$ cat src/hdl/usd_pkg.sv
// Shared types, constants and lead-byte helpers for the UTF-8 stream decoder.
package usd_pkg;

   localparam int BYTE_W   = 8;
   localparam int CODE_W   = 21;
   localparam int LEN_W    = 3;
   localparam int HELD_N   = 3;
   localparam int HELD_W   = 2;
   localparam int RES_N    = 4;
   localparam int RES_W    = 3;
   localparam int RIDX_W   = 2;

   localparam logic [BYTE_W-1:0] CONT_MASK  = 8'hC0;
   localparam logic [BYTE_W-1:0] CONT_TAG   = 8'h80;
   localparam logic [BYTE_W-1:0] LEAD2_MASK = 8'hE0;
   localparam logic [BYTE_W-1:0] LEAD2_TAG  = 8'hC0;
   localparam logic [BYTE_W-1:0] LEAD3_MASK = 8'hF0;
   localparam logic [BYTE_W-1:0] LEAD3_TAG  = 8'hE0;
   localparam logic [BYTE_W-1:0] LEAD4_MASK = 8'hF8;
   localparam logic [BYTE_W-1:0] LEAD4_TAG  = 8'hF0;
   localparam logic [BYTE_W-1:0] PAY2_MASK  = 8'h1F;
   localparam logic [BYTE_W-1:0] PAY3_MASK  = 8'h0F;
   localparam logic [BYTE_W-1:0] PAY4_MASK  = 8'h07;
   localparam logic [BYTE_W-1:0] PAYC_MASK  = 8'h3F;

   localparam logic [LEN_W-1:0] LEN_ONE   = 3'd1;
   localparam logic [LEN_W-1:0] LEN_TWO   = 3'd2;
   localparam logic [LEN_W-1:0] LEN_THREE = 3'd3;
   localparam logic [LEN_W-1:0] LEN_FOUR  = 3'd4;

   // Commands from the controller to the datapath
   typedef struct packed {
      logic load;
      logic advance;
   } usd_cmd_type;

   // Status from the datapath to the controller
   typedef struct packed {
      logic has_results;
      logic at_last;
   } usd_status_type;

   // Sequence length announced by a lead byte; stray bytes count as one
   function automatic logic [LEN_W-1:0] lead_length(input logic [BYTE_W-1:0] b);
      logic [LEN_W-1:0] len;
      len = LEN_ONE;
      if ((b & LEAD2_MASK) == LEAD2_TAG) begin
         len = LEN_TWO;
      end else if ((b & LEAD3_MASK) == LEAD3_TAG) begin
         len = LEN_THREE;
      end else if ((b & LEAD4_MASK) == LEAD4_TAG) begin
         len = LEN_FOUR;
      end
      return len;
   endfunction

   // Payload bits of a lead byte, zero-extended to a code point
   function automatic logic [CODE_W-1:0] lead_payload(input logic [BYTE_W-1:0] b);
      logic [BYTE_W-1:0] bits;
      case (lead_length(b))
         LEN_TWO:   bits = b & PAY2_MASK;
         LEN_THREE: bits = b & PAY3_MASK;
         default:   bits = b & PAY4_MASK;
      endcase
      return {{(CODE_W-BYTE_W){1'b0}}, bits};
   endfunction

endpackage

$ cat src/hdl/usd_ctrl.sv
// Controller: accepts one byte, then walks its results out one per transfer.
module usd_ctrl
   import usd_pkg::*;
(
   input  logic           clock,
   input  logic           reset,
   input  logic           req_valid,
   output logic           req_stall,
   output logic           rsp_valid,
   input  logic           rsp_stall,
   input  usd_status_type status,
   output usd_cmd_type    cmd
);

   typedef enum logic [1:0] {
      ST_IDLE = 2'b01,
      ST_EMIT = 2'b10
   } state_type;

   state_type state_ff;
   state_type state_in;

   // Handshake and command decode
   always_comb begin
      req_stall   = (state_ff != ST_IDLE);
      rsp_valid   = (state_ff == ST_EMIT);
      cmd.load    = req_valid && (state_ff == ST_IDLE);
      cmd.advance = (state_ff == ST_EMIT) && !rsp_stall;
   end

   // Next state
   always_comb begin
      state_in = state_ff;
      case (state_ff)
         ST_IDLE: begin
            if (cmd.load && status.has_results) begin
               state_in = ST_EMIT;
            end
         end
         ST_EMIT: begin
            if (cmd.advance && status.at_last) begin
               state_in = ST_IDLE;
            end
         end
         default: state_in = ST_IDLE;
      endcase
   end

   always_ff @(posedge clock) begin
      if (reset) begin
         state_ff <= ST_IDLE;
      end else begin
         state_ff <= state_in;
      end
   end

endmodule

$ cat src/hdl/usd_datapath.sv
// Datapath: sequence state, result list built per byte, and result readout.
module usd_datapath
   import usd_pkg::*;
(
   input  logic                clock,
   input  logic                reset,
   input  usd_cmd_type         cmd,
   output usd_status_type      status,
   input  logic [BYTE_W-1:0]   req_data_byte,
   input  logic                req_end_of_text,
   output logic [CODE_W-1:0]   rsp_code_point,
   output logic                rsp_run_last,
   output logic                rsp_text_last
);

   // Sequence state
   logic [LEN_W-1:0]  exp_ff,  exp_in;
   logic [HELD_W-1:0] cnt_ff,  cnt_in;
   logic [CODE_W-1:0] part_ff, part_in;
   logic [BYTE_W-1:0] held_ff [HELD_N];
   logic [BYTE_W-1:0] held_in [HELD_N];

   // Result list of the current byte
   logic [CODE_W-1:0] res_ff  [RES_N];
   logic [CODE_W-1:0] res_in  [RES_N];
   logic [RES_W-1:0]  rcnt_ff, rcnt_in;
   logic [RIDX_W-1:0] ridx_ff;
   logic              last_ff;

   logic              seq_open;
   logic              is_cont;
   logic [LEN_W-1:0]  new_len;
   logic [CODE_W-1:0] shifted;

   assign seq_open = (exp_ff > LEN_ONE) && (exp_ff <= LEN_FOUR);
   assign is_cont  = ((req_data_byte & CONT_MASK) == CONT_TAG);
   assign new_len  = lead_length(req_data_byte);
   assign shifted  = {part_ff[CODE_W-7:0], req_data_byte[5:0] & PAYC_MASK[5:0]};

   // Build the results of one byte and the state it leaves
   always_comb begin
      exp_in  = exp_ff;
      cnt_in  = cnt_ff;
      part_in = part_ff;
      rcnt_in = '0;
      for (int i = 0; i < HELD_N; i++) begin
         held_in[i] = held_ff[i];
      end
      for (int i = 0; i < RES_N; i++) begin
         res_in[i] = res_ff[i];
      end

      if (seq_open && is_cont) begin
         // Gather six more bits, finish or hold the byte
         part_in = shifted;
         if ({1'b0, cnt_ff} + 3'd2 >= exp_ff) begin
            res_in[rcnt_in[RIDX_W-1:0]] = shifted;
            rcnt_in = rcnt_in + 3'd1;
            exp_in  = LEN_ONE;
            cnt_in  = '0;
            part_in = '0;
         end else begin
            held_in[cnt_ff] = req_data_byte;
            cnt_in = cnt_ff + 2'd1;
         end
      end else begin
         if (seq_open) begin
            // Broken sequence: zero, then replay the held bytes
            res_in[rcnt_in[RIDX_W-1:0]] = '0;
            rcnt_in = rcnt_in + 3'd1;
            for (int i = 0; i < HELD_N; i++) begin
               if (HELD_W'(i) < cnt_ff) begin
                  res_in[rcnt_in[RIDX_W-1:0]] = {{(CODE_W-BYTE_W){1'b0}}, held_ff[i]};
                  rcnt_in = rcnt_in + 3'd1;
               end
            end
            cnt_in  = '0;
            part_in = '0;
         end
         // Handle the byte as a new lead
         exp_in = LEN_ONE;
         if (new_len == LEN_ONE) begin
            res_in[rcnt_in[RIDX_W-1:0]] = {{(CODE_W-BYTE_W){1'b0}}, req_data_byte};
            rcnt_in = rcnt_in + 3'd1;
         end else begin
            exp_in  = new_len;
            cnt_in  = '0;
            part_in = lead_payload(req_data_byte);
         end
      end

      // Truncated text: zero, then replay what is held
      if (req_end_of_text && (exp_in > LEN_ONE)) begin
         res_in[rcnt_in[RIDX_W-1:0]] = '0;
         rcnt_in = rcnt_in + 3'd1;
         for (int i = 0; i < HELD_N; i++) begin
            if (HELD_W'(i) < cnt_in) begin
               res_in[rcnt_in[RIDX_W-1:0]] = {{(CODE_W-BYTE_W){1'b0}}, held_in[i]};
               rcnt_in = rcnt_in + 3'd1;
            end
         end
         exp_in  = LEN_ONE;
         cnt_in  = '0;
         part_in = '0;
      end
   end

   // Update control state on load, advance readout on each transfer
   always_ff @(posedge clock) begin
      if (reset) begin
         exp_ff  <= LEN_ONE;
         cnt_ff  <= '0;
         part_ff <= '0;
         rcnt_ff <= '0;
         ridx_ff <= '0;
      end else if (cmd.load) begin
         exp_ff  <= exp_in;
         cnt_ff  <= cnt_in;
         part_ff <= part_in;
         rcnt_ff <= rcnt_in;
         ridx_ff <= '0;
      end else if (cmd.advance) begin
         ridx_ff <= ridx_ff + 2'd1;
      end
   end

   // Payload registers
   always_ff @(posedge clock) begin
      if (cmd.load) begin
         last_ff <= req_end_of_text;
         for (int i = 0; i < HELD_N; i++) begin
            held_ff[i] <= held_in[i];
         end
         for (int i = 0; i < RES_N; i++) begin
            res_ff[i] <= res_in[i];
         end
      end
   end

   assign status.has_results = (rcnt_in != '0);
   assign status.at_last     = ({1'b0, ridx_ff} == (rcnt_ff - 3'd1));

   assign rsp_code_point = res_ff[ridx_ff];
   assign rsp_run_last   = status.at_last;
   assign rsp_text_last  = status.at_last && last_ff;

endmodule

$ cat src/hdl/utf8_stream_decoder.sv
// Top level of the UTF-8 stream decoder: controller plus datapath.
//
//   channel | direction | handshake          | payload
//   --------+-----------+--------------------+-------------------------------------
//   req     | in        | req_valid/req_stall| req_data_byte, req_end_of_text
//   rsp     | out       | rsp_valid/rsp_stall| rsp_code_point, rsp_run_last,
//           |           |                    | rsp_text_last
//
// A byte causes 0 to 4 results; the result list is walked out one transfer at a time.
// Synchronous active-high reset closes any open sequence and empties the list.
// A stall on rsp holds the current result; req is stalled until the list drains.
module utf8_stream_decoder
   import usd_pkg::*;
(
   input  logic              clock,
   input  logic              reset,
   input  logic              req_valid,
   output logic              req_stall,
   input  logic [BYTE_W-1:0] req_data_byte,
   input  logic              req_end_of_text,
   output logic              rsp_valid,
   input  logic              rsp_stall,
   output logic [CODE_W-1:0] rsp_code_point,
   output logic              rsp_run_last,
   output logic              rsp_text_last
);

   usd_cmd_type    cmd;
   usd_status_type status;

   usd_ctrl u_ctrl (
      .clock     (clock),
      .reset     (reset),
      .req_valid (req_valid),
      .req_stall (req_stall),
      .rsp_valid (rsp_valid),
      .rsp_stall (rsp_stall),
      .status    (status),
      .cmd       (cmd)
   );

   usd_datapath u_datapath (
      .clock           (clock),
      .reset           (reset),
      .cmd             (cmd),
      .status          (status),
      .req_data_byte   (req_data_byte),
      .req_end_of_text (req_end_of_text),
      .rsp_code_point  (rsp_code_point),
      .rsp_run_last    (rsp_run_last),
      .rsp_text_last   (rsp_text_last)
   );

endmodule
$ cat config.mk
export PLATFORM = sky130hd
export DESIGN_NAME = utf8_stream_decoder
export DESIGN_NICKNAME = d
export VERILOG_FILES = /design/src/hdl/usd_pkg.sv /design/src/hdl/usd_ctrl.sv /design/src/hdl/usd_datapath.sv /design/src/hdl/utf8_stream_decoder.sv
export SDC_FILE = /design/constraint.sdc
export NUM_CORES = 1
export LEC_CHECK = 0
export BUFFER_PORTS_ARGS = -buffer_cell sky130_fd_sc_hd__buf_2
export CAP_MARGIN = 20
export CORE_MARGIN = 4
export CORE_UTILIZATION = 63
export DETAILED_ROUTE_END_ITERATION = 16
export GPL_TIMING_DRIVEN = 0
export PLACE_DENSITY = 0.81
export SYNTH_ARGS = -nofsm -noshare
export SYNTH_HDL_FRONTEND = slang
export SYNTH_SLANG_ARGS = --single-unit
$ cat constraint.sdc
create_clock -name clock -period 5.61 [get_ports clock]
set_clock_uncertainty 0.15 [all_clocks]
set_input_delay 0.2805 -clock clock [delete_from_list [all_inputs] [get_ports clock]]
set_output_delay 0.2805 -clock clock [all_outputs]
set_load 0.005 [all_outputs]
; ---- Word level (Yosys, flattened, before mapping)
; Memory sizes are Yosys's and may differ from the RTL's. A register that Yosys moved wholly into a read port is not among the register bits.
; Index checks and enable logic that the tools add are counted.
[classes]
addsub = 11
order_cmp = 26
n_eq_ne = 14
mux = 89
bitwise_logic = 10
n_reduce_logical = 21
[op_table]
columns = operator, n
row1 = $mux W84, 13
row2 = $bwmux W84, 6
row3 = $demux W21 S2, 7
row4 = $mux W21, 12
row5 = $and A84 B84 Y84, 1
row6 = $not A84 Y84, 1
row7 = $mux W15, 5
row8 = $mux W3, 25
row9 = $mux W63, 1
row10 = $mux W24, 2
row11 = $bwmux W24, 1
row12 = $ge A3 B3 Y1 const B, 8
row13 = $lt A3 B1 Y1 const B, 8
row14 = $not A2 Y3, 8
row15 = $add A3 B1 Y3 const B, 7
row16 = $mux W2, 10
row17 = $demux W8 S2, 1
row18 = $logic_and A1 B1 Y1, 16
row19 = $pmux W5 S2, 1
row20 = $lt A1 B2 Y1 const A, 4
row21 = $mux W8, 1
row22 = $eq A3 B2 Y1 const B, 2
row23 = $gt A3 B1 Y1 const B, 2
row24 = $eq A5 B5 Y1 const B, 1
row25 = 21 further kinds, 28
[word_totals]
regBits = 28
mem_bits_rw = 108
output_inout_bits = 25
word_cells = 180
n_memories = 2
[mem_list]
columns = memory, words, width, read_ports, rd_clocked_by_memory_dff, write_ports, line
row1 = u_datapath.res_ff, 4, 21, 5, 1, 4, usd_datapath.sv:24  ; logic [CODE_W-1:0] res_ff [RES_N];
row2 = u_datapath.held_ff, 3, 8, 3, 0, 3, usd_datapath.sv:20  ; logic [BYTE_W-1:0] held_ff [HELD_N];

; ---- Longest topological paths before layout
[logic_depth]
ltp_word = 31
mapped_depth = 24
ltp_nobuf = 20

; ---- Hierarchy
; From an unflattened synthesis, not the netlist that was laid out.
[hier_totals]
cells_unflattened = 958
hier_area_um2 = 9126.3
[by_module_without_submodules]
columns = mod, n_inst, cells_per_inst, area_each_um2
row1 = usd_datapath, 1, 946, 9023.7
row2 = usd_ctrl, 1, 12, 102.6

; ---- Worst setup path after synthesis
; OpenSTA, ideal clock, no wires.
[synth_timing]
kind = reg2reg
from = register u_datapath.cnt_ff[1]
to = memory u_datapath.res_ff[0][3], data pin
setup_time_ps = 145
arrival_time_ps = 4859
slack_ps = 456
path_stages_with_launch = 24
synth_period_minus_slack_ps = 5154
path_cell_list = dfxtp_1 inv_1 clkbuf_1 ha_1 clkbuf_1 xor2_1 nor2_1 inv_1 ha_1 o21ai_0 a21oi_1 inv_1 ha_1 or2_2 mux2_2 ha_1 a21o_1 inv_1 ha_1 and3_1 buf_6 a2111o_1 a211o_1 o21ai_1
[synth_rtl]
columns = element, line
row1 = "start, declared", usd_datapath.sv:18  ; logic [HELD_W-1:0] cnt_ff, cnt_in;
row2 = "start signal, assigned", usd_datapath.sv:118  ; cnt_ff <= cnt_in;
row3 = "end, declared", usd_datapath.sv:24

==> qor.yml <==
ys_ff_latch: 138
syn_area_sq_um: 8990
cts_buffers: 17
setup_viol: 0
synth_top_area_frac: 0.364
core_sq_um: 13900
path_class: "reg2reg"
synth_cell_types: 69
clk_transition_reported_paths_ps: 60
fin_cells: 1171
cts.sinks: 138
synth_most_common_cell: "edfxtp_1"
syn_inst: 912
htreeDepth: 4
final-hold-violation-count: 0
slew_viol_final: 0
cts_root_buffer: "clkbuf_16"
fin_crit_ps: 5500
avgSynthCellArea_sq_um: 9.86
crit_chain: "and2b_1 > nor2_2 > buf_2 > nor2_1 > inv_1 > ha_1 > o21ai_0 > a21oi_2 > inv_1 > ha_1 > or2_2 > mux2_2 > ha_1 > a21o_1 > ha_1 > nand3_2 > buf_2 > buf_2 > a31oi_1 > o22ai_1"
ir_drop_mv: 0.216
maxClockFrequency_ghz: 0.182
place_area_sq_um: 9430
crit_fanout: 10
critPathLaunchType: "register"
clkLatencyLatePin_ps: 440
grt_pass1_wl_um: 48500
antenna_found_initial: 0
leakagePower_nw: 3.65
hold_class: "in2reg"
avgViaCountPerCell: 7.31
drive_above_1_share: 0.179
grt_overflow: 0
synth_ff_type: "edfxtp_1"
syn_nets: 950
clockBufferDepth: 2
status: "finished clean"
via_count: 8564
hpwl_um: 21300
synth-async-reset-ratio: 0
postLayoutCellArea_sq_um: 10200
drtAntennaViolNets: 0
relSlewSlack: 0.214
num_rows: 43
crit_top_cell: "ha_1"
port_buffers: 34
setup_slack_ps: 109
synth_commonest_cells: "109 x edfxtp_1, 89 x nand2_1, 72 x a21oi_1"
cts_tree: "built"
initial_core_util: 0.645
crit_buf_inv: 5
worst_slew_pin_slew_ps: 1180
drc: 0
routed_wl_um: 31900
yosys_warnings: 0
grt_start_max_net_pins: 43
grt_pass1_vias: 8402
grt_usage: 0.397
cp_top_family: "simple AND/OR/NAND/NOR gates"
synth_edf_count: 109
die_w_um: 127
place_inst: 1129
ys_seq_area_frac: 0.429
maxCapViolCount: 0
globalplace.congestion: 1.02
drtIter0Drc: 1125
worst_path_max_delay_cell: "dfxtp_1"
power.density_nw_per_um2: 266
crit_path_end_kind: "register"
period_share: 0.981
die_area_sq_um: 16200
fin_nets: 1016
dp_slack_ps: -968
num_antenna_cells: 0
io_pins: 38
worstPathArrival_ps: 5630
wl_per_cell_um: 27.3
synthToLayoutAreaGrowth_pct: 13.2
yosysTopAreaCell: "edfxtp_1"
die_height_um: 127
cpPeakStageDelay_ps: 440
synth_area_leaders: "edfxtp_1 36%, dfxtp_1 6.5%, mux4_2 5.3%"
final_core_util: 0.730
dr.pass1.iters: 8
cp.required_ps: 5740
sequential cells by signal (all words and copies together) (netlist names), 2 cells and up, named ones only:
signal and count:
u_datapath.exp_ff 3, u_datapath.part_ff 15, u_datapath.res_ff 84, u_datapath.cnt_ff 2
u_datapath.ridx_ff 2, u_datapath.held_ff 24, u_datapath.rcnt_ff 3, u_ctrl.state_ff 2
cells in the final DEF (no fill, tap or decap), drive strengths merged, types with 3 or more instances in the layout:
master and count:
xor2 4, o221ai 10, nand2b 9, buf 73, edfxtp 109, o2111ai 10, clkinv 3, clkbuf 56
a31oi 8, or2 3, inv 41, nor2 55, and2 35, clkinvlp 5, dfxtp 29, a221o 8
mux2i 24, a21oi 73, nor3 29, a22oi 24, mux2 17, nand3 16, and3 22, nor2b 6
o32ai 3, o21a 5, nand2 89, a221oi 17, a2bb2oi 8, a21o 4, mux4 21, o211ai 5
o21ai 74, o22ai 37, xnor2 7, ha 25, nor3b 3
stage by stage:
| step | setup TNS (ps) | hold slack, ps | total power, W |
|---|---|---|---|
| 2_1_floorplan | 0 | 229 | 0.00148 |
| 3_3_place_gp | -135670 | 314 | 0.00160 |
| 4_1_cts | 0 | 94.5 | 0.00269 |
| 6_report | 0 | 96.2 | 0.00271 |
| 3_5_place_dp | -61760 | 320 | 0.00160 |
| 5_1_grt | -166 | 133 | 0.00279 |
cell families (layout without fill, tap and decap cells):
group           Yosys count  count (layout)  share of synthesized area
xor+xnor                 11              11                     0.0116
compound gates          301             301                      0.226
buf+inv                 101             180                     0.0463
simple gates            274             274                      0.152
fa+ha+maj                25              25                     0.0348
mux                      62              62                      0.101
flops                   138             138                      0.429
worst register-to-register path, cell delays in order, from the launching register on:
cell and delay (ps):
dfxtp_1 440, and2b_1 280, nor2_2 370, buf_2 390, nor2_1 120, inv_1 70, ha_1 110, o21ai_0 100
a21oi_2 280, inv_1 130, ha_1 270, or2_2 300, mux2_2 300, ha_1 320, a21o_1 200, ha_1 280
nand3_2 220, buf_2 340, buf_2 370, a31oi_1 160, o22ai_1 190
cell type report:
class / instances / area [sq um]
multi-input cells: 673 / 4780
flip-flops and latches: 138 / 3860
fillers: 1067 / 3760
clock buffers: 17 / 425
repair buffers: 48 / 307
plain buffers: 65 / 297
well taps: 180 / 225
clock inverters: 15 / 156
inverters: 35 / 131
report_power, final:
| group | switching [W] | internal (W) |
|---|---|---|
| Sequential | 0.0000514 | 0.00121 |
| Combinational | 0.000209 | 0.000127 |
| Clock | 0.000489 | 0.000624 |
metal layers:
metal	global-route usage	up-vias	part of all wire
li1	-	3605	-
met5	0	-	0
met1	0.504	4006	0.36
met2	0.609	758	0.44
met4	0.238	0	0.067
met3	0.107	195	0.13
path summary, 6_finish.rpt:
kind / cells after the start / from / slack (ps) / to
setup / recovery: 20 / u_datapath.exp_ff[2] / 110 / u_datapath.res_ff[3][0]
hold / removal: 2 / reset / 100 / u_datapath.rcnt_ff[2]
setup reg to reg: 20 / u_datapath.exp_ff[2] / 110 / u_datapath.res_ff[3][0]
hold reg to reg: 2 / u_datapath.rcnt_ff[2] / 330 / u_datapath.rcnt_ff[2]
repair_timing:
action / in CTS / in global routing
setup endpoints to repair: 88 / 78
hold endpoints to repair: 1 / 0
buffers inserted: 1 / 8
pin swaps: 2 / 4
hold buffers: 1 / 0
resized for setup: 12 / 14
No activity file was read; power rests on OpenSTA's default activity.
